--- config.mk ---
export PLATFORM = sky130hd
export DESIGN_NAME = tss_ram
export DESIGN_NICKNAME = d
export VERILOG_FILES = /design/src/hw/rtl/tss_ram.sv
export SDC_FILE = /design/constraint.sdc
export NUM_CORES = 1
export LEC_CHECK = 0
export BUFFER_PORTS_ARGS = -buffer_cell sky130_fd_sc_hd__buf_2
export CELL_PAD_IN_SITES_DETAIL_PLACEMENT = 0
export CELL_PAD_IN_SITES_GLOBAL_PLACEMENT = 1
export CORE_ASPECT_RATIO = 0.75
export CORE_MARGIN = 1.5
export CORE_UTILIZATION = 41
export DETAILED_ROUTE_END_ITERATION = 10
export GPL_ROUTABILITY_DRIVEN = 0
export PLACE_DENSITY = 0.59
export SETUP_SLACK_MARGIN = 0.1
export SYNTH_ARGS = -nofsm -noshare
export SYNTH_HDL_FRONTEND = slang
export SYNTH_SLANG_ARGS = --single-unit
export TNS_END_PERCENT = 50
--- constraint.sdc ---
create_clock -name clk_i -period 2.5 [get_ports clk_i]
set_input_delay 0.625 -clock clk_i [delete_from_list [all_inputs] [get_ports clk_i]]
set_output_delay 0.625 -clock clk_i [all_outputs]
set_load 0.05 [all_outputs]
--- src/hw/rtl/tss_ram.sv ---
// Simple dual-port RAM: one write port, one read port with registered data.
module tss_ram #(
  parameter int unsigned DEPTH = 16,
  parameter int unsigned WIDTH = 8
) (
  input  logic                     clk_i,
  input  logic                     we_i,
  input  logic [$clog2(DEPTH)-1:0] waddr_i,
  input  logic [WIDTH-1:0]         wdata_i,
  input  logic [$clog2(DEPTH)-1:0] raddr_i,
  output logic [WIDTH-1:0]         rdata_o
);

  logic [WIDTH-1:0] mem [DEPTH];

  always_ff @(posedge clk_i) begin
    if (we_i) begin
      mem[waddr_i] <= wdata_i;
    end
  end

  always_ff @(posedge clk_i) begin
    rdata_o <= mem[raddr_i];
  end

endmodule

==> results of run 1 <==
## cell type report
| class | instances | area share [%] |
|---|---|---|
| clock buffer | 18 | 6.98 |
| tap | 166 | 3.38 |
| timing repair buffer | 47 | 5.13 |
| multi-input combinational | 83 | 17.2 |
| antenna | 1 | 0.0407 |
| sequential | 136 | 65.1 |
| clock inverter | 13 | 2.22 |
## synth_stat cells
library cell and count:
buf_2 3, nand2_1 9, and2b_1 1, and2_1 1
a22oi_1 16, buf_6 3, clkdlybuf4s25_2 3, nand2b_1 2
dfxtp_1 8, nor2_1 13, nand3_1 1, buf_4 1
mux4_2 18, or3b_2 1, mux4_1 14, nor3_1 4
edfxtp_1 128, nand3b_1 2, nor2b_1 1
## sequential cells by signal, indices dropped and copies added (netlist names)
| name | count |
|---|---|
| mem | 128 |
| rdata_o | 8 |
## power by group through the flow
stage / Clock (W) / Sequential, W / Combinational [W]
after floorplan: 0 / 0.00266 / 0.000129
after global placement: 0 / 0.00261 / 0.000290
after global routing: 0.00255 / 0.00257 / 0.000310
after CTS: 0.00246 / 0.00257 / 0.000292
final: 0.00240 / 0.00257 / 0.000287
after detailed placement: 0 / 0.00262 / 0.000292
## worst max-delay path by stage
| stage | start | endpoint | slack (ns) | cells past startpoint |
|---|---|---|---|---|
| detailed placement | raddr_i[0] | rdata_o[4] | 0.44 | 5 |
| finish | rdata_o[4] | rdata_o[4] | 0.79 | 1 |
| global route | rdata_o[4] | rdata_o[4] | 0.76 | 1 |
| global placement | raddr_i[0] | rdata_o[5] | 0.45 | 5 |
| CTS | rdata_o[4] | rdata_o[4] | 0.78 | 1 |
| floorplan | waddr_i[2] | mem[0][0] | 0.38 | 2 |
## per-layer routing
metal	share of wire (%)	vias up
met5	0	-
met4	1.1	0
met3	4.6	10
met2	46	51
met1	48	1261
li1	-	1088
## logic make-up (layout without fill, tap and decap cells)
kind of cell / after synthesis / in the layout
and+or+nand+nor: 35 / 35
buffers and inverters: 10 / 78
other: 0 / 1
AOI/OAI and AO/OA: 16 / 16
DFF: 136 / 136
muxes: 32 / 32
## per-stage QoR
stage                     cells  area (um^2)  total power, W
after detailed placement    432         5580         0.00291
after global placement      432         5580         0.00290
after floorplan             229         5150         0.00279
after CTS                   463         6150         0.00532
final                       464         6150         0.00526
after global routing        463         6150         0.00543
==> parameters.txt, run 1 <==
Parameter                              Value

Clocking
  Count of H-tree levels built during CTS    4
  Clk sink count    136
  CTS tree    yes
  Clock transition time at the flip-flop clock pins of the worst setup and hold paths    0.05 ns
  Cell at the root of the clock tree    clkbuf_16
  TritonCTS buffer count    17
  Post-cts hold buffer count    0
  Buffer count from post-CTS setup fixing    0
  Number of buffers between clock root and the deepest sink    2
  Later-pin clock latency in the skew report    0.41 ns
  Post-cts gate resize count    0

Synthesis
  Combinational family with the most area after synthesis    multiplexers
  Simple-gate share of the synthesized area    3.18%
  Proportion of netlist area held by the largest area contributor    74.7%
  Proportion of synthesized area in mux cells    15.0%
  Net count of the mapped netlist    247
  Number of synthesis warnings    0
  Sequential cell area fraction in the yosys report    77.8%
  Synth area leader    edfxtp_1
  Cell area after technology mapping    5150 um^2
  Top post-synthesis cells by area    edfxtp_1 75%, mux4_2 7.9%, mux4_1 7.1%
  Complex-gate fraction of the synthesized area    2.33%
  Distinct cells, synth    19
  Post-synthesis share of cell area spent on xor and xnor gates    0%
  Flip-flop and latch count after synthesis    136
  Cell count after synthesis    229
  Mean Syn Cell Area    22.5 um^2
  Synth Area in Adders    0%

Layout
  Number of nets in the layout    303
  Area grow syn2layout    19.5%
  Leading cell types in the layout, fill and taps excluded    128 x edfxtp_1, 25 x buf_2, 20 x buf_4
  Utilization after layout    50.2%
  Fraction of final layout cells with drive strength greater than 1    30.6%
  Area used by multi-input combinational logic    1060 um^2
  Most common cell after layout, fill and taps aside    edfxtp_1
  Count of filler cells inserted in the layout    1035
  Sequential cell area in the final layout    4000 um^2

Drt
  Via density per instance    5.19
  Drt initial violations    182
  Post-detailed-routing wire length    10100 um
  Number of vias after detailed routing    2410
  Length of the first detailed-routing pass in iterations    4
  Average wire length per cell after detail routing    21.8 um
  Drc violations    0
  Antenna violation net count after detailed routing    0

Worst setup path
  Biggest fanout along the worst timing path    1
  Worst Path Class, Setup    register to primary output
  Startpoint Class    register
  Worst-path cell chain    buf_2
  CP endpoint kind    primary output
  Data arrival time at the worst-slack endpoint    1.09 ns
  Slowest stage delay, CP    0.39 ns
  Dominant delay contributor by cell family on the critical path    flip-flops
  Critical register-to-register path endpoint    rdata_o[4]
  Slowest-stage cell, CP    dfxtp_1
  Worst R2R Path Depth    3
  Critical register-to-register path startpoint    mem[3][4]
  Buffers & Inverters on Critical Path    1
  Setup slack, reg-to-reg    1.15 ns
  WP data required    1.88 ns

Power
  Clock power frac    45.7%
  Combinational power share    5.5%
  Power density cells    854 nW/um^2
  LEAKAGE    2.10 nW
  Max rail drop VDD    455 uV
  Internal cell power    0.00419 W
  Switching fraction of total power    20.3%
  P_sw    0.00107 W
  Reg power frac    48.9%

Global route
  Global route hottest layer    met2
  Antenna violations before repair    1
  Wire length of the first global-routing pass    15300 um
  Met3 usage in global routing    4.70%
  Pin count of the biggest net entering global routing    28
  GRT Total Usage    16.9%
  Met2 routing resource usage after global routing    24.7%
  Final global-route overflow total    0
  Vias in the first global route    2507
  Met1 usage    23.8%

STA
  Setup repair after global routing missed its margin    false
  Final setup fails    0
  Worst setup margin    0.789 ns
  Final Slew Violations    0
  Minimum clock period after layout    1.71 ns
  Worst Hold Slack    0.597 ns
  Max frequency    584 MHz
  Aggregate negative setup slack    0 ns
  Largest clock skew in the final design    0.00605 ns
  Relative slew slack    68.1%
  Final Hold Violating Endpoints    0
  Final Cycle Share    68.4%
  Worst slew pin tran    0.479 ns

Hold path
  Cells on Worst Hold Path    1
  Type of the worst min-delay path    input pin to register
  Start point of the worst min-delay path    wdata_i[3]
  End point of the most critical hold path    mem[6][3]

Floorplanning
  Core Box Area    12300 um^2
  Horizontal extent of the die    132 um
  Die Footprint    13200 um^2
  Initial Utilization    42.0%
  Die H    100 um
  Top Ports    26
  Core Rows    35

Place
  Number of buffer cells added on primary ports    25
  Worst slack at placement    0.435 ns
  Detailed placer's ending HPWL    6610 um

Outcome
  Run status    complete, no violations

Flow run
  Number of maximum-capacitance constraint violations    0
Power figures use the tool's default switching activity.
==> run 2: changes to the inputs <==
--- a/config.mk
+++ b/config.mk
@@ -5,6 +5,7 @@
 export SDC_FILE = /design/constraint.sdc
 export NUM_CORES = 1
 export LEC_CHECK = 0
+export ABC_AREA = 1
 export BUFFER_PORTS_ARGS = -buffer_cell sky130_fd_sc_hd__buf_2
 export CELL_PAD_IN_SITES_DETAIL_PLACEMENT = 0
 export CELL_PAD_IN_SITES_GLOBAL_PLACEMENT = 1
@@ -13,7 +14,7 @@
 export CORE_UTILIZATION = 41
 export DETAILED_ROUTE_END_ITERATION = 10
 export GPL_ROUTABILITY_DRIVEN = 0
-export PLACE_DENSITY = 0.59
+export PLACE_DENSITY = 0.67
 export SETUP_SLACK_MARGIN = 0.1
 export SYNTH_ARGS = -nofsm -noshare
 export SYNTH_HDL_FRONTEND = slang
==> constraint.sdc (replaced) <==
create_clock -name clk_i -period 1.4 [get_ports clk_i]
set_input_delay 0.35 -clock clk_i [delete_from_list [all_inputs] [get_ports clk_i]]
set_output_delay 0.35 -clock clk_i [all_outputs]
set_load 0.05 [all_outputs]
==> parameters.txt, run 2 <==
Parameter                              Value

Drt
  Drt initial violations    288 (+58%)
  Via density per instance    4.73 (-8.9%)
  Length of the first detailed-routing pass in iterations    8 (+4)
  Average wire length per cell after detail routing    16.9 um (-23%)
  Antenna violation net count after detailed routing    0 (unchanged)
  Number of vias after detailed routing    3742 (+55%)
  Drc violations    2 (+2)
  Post-detailed-routing wire length    13300 um (+32%)

Worst setup path
  Slowest stage delay, CP    0.30 ns (-0.09 ns)
  CP endpoint kind    primary output
  Worst-path cell chain    buf_2
  Data arrival time at the worst-slack endpoint    0.95 ns (-0.14 ns)
  Critical path launch point    rdata_o[3]
  Critical register-to-register path startpoint    mem[14][5]
  Biggest fanout along the worst timing path    1 (unchanged)
  Dominant delay contributor by cell family on the critical path    flip-flops
  WP data required    1.05 ns (-0.83 ns)
  Startpoint Class    register
  Worst Path Class, Setup    register to primary output
  Buffers & Inverters on Critical Path    1 (unchanged)
  Slowest-stage cell, CP    dfxtp_1

Synthesis
  Most used DFF post-synth    edfxtp_1
  Proportion of netlist area held by the largest area contributor    66.7% (-8.0 points)
  Async set-or-reset flop fraction in the synthesized netlist    0% (unchanged)
  Library cell with the highest instance count after synthesis    nand2_1
  Sequential cell area fraction in the yosys report    69.4% (-8.4 points)
  Cell count after synthesis    551 (+140%)
  Net count of the mapped netlist    569 (+130%)
  Synth area leader    edfxtp_1
  Mean Syn Cell Area    10.5 um^2 (-53%)
  Distinct cells, synth    12 (-7)
  Most numerous cell types in the synthesized netlist    173 x nand2_1, 128 x edfxtp_1, 100 x inv_1, 97 x nand3_1, 17 x nor2_1
  Cell area after technology mapping    5770 um^2 (+12%)
  Number of flops mapped to enable cells by yosys    128 (unchanged)
  Flip-flop and latch count after synthesis    136 (unchanged)
  Top post-synthesis cells by area    edfxtp_1 67%, nand2_1 11%, nand3_1 8.4%
  Number of synthesis warnings    0 (unchanged)

Hold path
  Start point of the worst min-delay path    wdata_i[2]
  Type of the worst min-delay path    input pin to register

Clocking
  Clock transition time at the flip-flop clock pins of the worst setup and hold paths    0.06 ns (about the same)
  Buffer count from post-CTS setup fixing    0 (unchanged)
  Post-cts hold buffer count    0 (unchanged)
  CTS tree    yes
  Post-cts gate resize count    11 (+11)
  Number of buffers between clock root and the deepest sink    2 (unchanged)
  Clk sink count    136 (unchanged)
  Cell at the root of the clock tree    clkbuf_16
  Count of H-tree levels built during CTS    4 (unchanged)
  Later-pin clock latency in the skew report    0.42 ns (about the same)
  TritonCTS buffer count    17 (unchanged)

Global route
  Wire length of the first global-routing pass    21100 um (+38%)
  Final global-route overflow total    0 (unchanged)
  Pin count of the biggest net entering global routing    34 (+21%)
  GRT Total Usage    19.7% (+2.7 points)
  Vias in the first global route    3653 (+46%)
  Antenna violations before repair    0 (-1)

Layout
  Number of nets in the layout    621 (+100%)
  Post-Layout Inst Area    6930 um^2 (+13%)
  Most common cell after layout, fill and taps aside    nand2_1
  Largest registers    mem (128), rdata_o (8)
  Utilization after layout    50.6% (+0.43 points)
  Leading cell types in the layout, fill and taps excluded    173 x nand2_1, 128 x edfxtp_1, 100 x inv_1
  Fraction of final layout cells with drive strength greater than 1    14.8% (-16 points)
  # diodes    0 (-1)
  Area grow syn2layout    20.2%
  Area used by multi-input combinational logic    1210 um^2 (+15%)
  Number of flip-flops in the largest register    128 (unchanged)
  Count of filler cells inserted in the layout    1247 (+20%)
  Top register by number of flip-flops    mem
  Sequential cell area in the final layout    4010 um^2 (about the same)

STA
  Final Cycle Share    93.1%
  Final setup fails    0 (unchanged)
  Aggregate negative setup slack    0 ns (unchanged)
  Relative slew slack    75.3% (+7.3 points)
  Final Hold Violating Endpoints    0 (unchanged)
  Final Slew Violations    0 (unchanged)
  Largest clock skew in the final design    0.0113 ns (+0.00524 ns)
  Setup repair after global routing missed its margin    true
  Worst Hold Slack    0.337 ns (-0.260 ns)
  Minimum clock period after layout    1.30 ns
  Worst slew pin tran    0.370 ns (-0.109 ns)
  Max frequency    768 MHz

Outcome
  Run status    finished with violations
  Violated checks    design-rule violations

Power
  LEAKAGE    3.02 nW (+44%)
  Power density cells    1460 nW/um^2 (+70%)
  Max rail drop VDD    820 uV (+80%)
  Post-layout total power    0.0101 W (+92%)

Floorplanning
  Die Footprint    14800 um^2 (+12%)
  Core Rows    37 (+5.7%)
  Core Box Area    13700 um^2 (+12%)
  Initial Utilization    42.1% (+0.10 points)
  Die H    106 um (+5.7%)
  Horizontal extent of the die    140 um (+5.7%)
  Top Ports    26 (unchanged)

Place
  Post-place instance area    6260 um^2 (+12%)
  Detailed placer's ending HPWL    8710 um (+32%)
  Number of buffer cells added on primary ports    25 (unchanged)

Flow run
  Number of maximum-capacitance constraint violations    0 (unchanged)
run 2: cells by family after synthesis:
group / count (synthesis) / synth area share, %
buffers and inverters: 126 / 9.52
AND/OR/NAND/NOR: 289 / 21.0
flip-flops: 136 / 69.4
run 2: metal layers:
| metal | global-route usage [%] | share of wire, % |
|---|---|---|
| met1 | 28.9 | 49 |
| met2 | 29.1 | 43 |
| met3 | 4.68 | 6.3 |
| met4 | 5.56 | 0.85 |
| met5 | 0 | 0 |
run 2: final cells by class:
class | instances | area share, %
sequential | 136 | 57.8
multi-input combinational | 289 | 17.5
timing repair buffer | 57 | 6.82
clock buffer | 20 | 6.30
inverter | 102 | 5.52
tap | 175 | 3.16
clock inverter | 12 | 2.91
run 2: metrics by stage:
stage,cells,setup WS [ns]
6_report,791,0.0972
5_1_grt,791,0.0550
4_1_cts,791,0.0488
3_5_place_dp,759,-0.0265
3_3_place_gp,759,-0.0198
2_1_floorplan,551,0.0992
run 2: report_power, final:
group,switching [W],internal [W]
clock network,0.00165,0.00316
logic,0.000476,0.000224
registers,0.0000334,0.00455
run 2: path summary, 6_finish.rpt:
path	slack [ns]	endpoint	depth (start not counted)
setup / recovery	0.1	rdata_o[3]	1
hold / removal	0.34	mem[1][2]	1
setup reg to reg	0.43	rdata_o[5]	6
hold reg to reg	0.65	rdata_o[6]	6
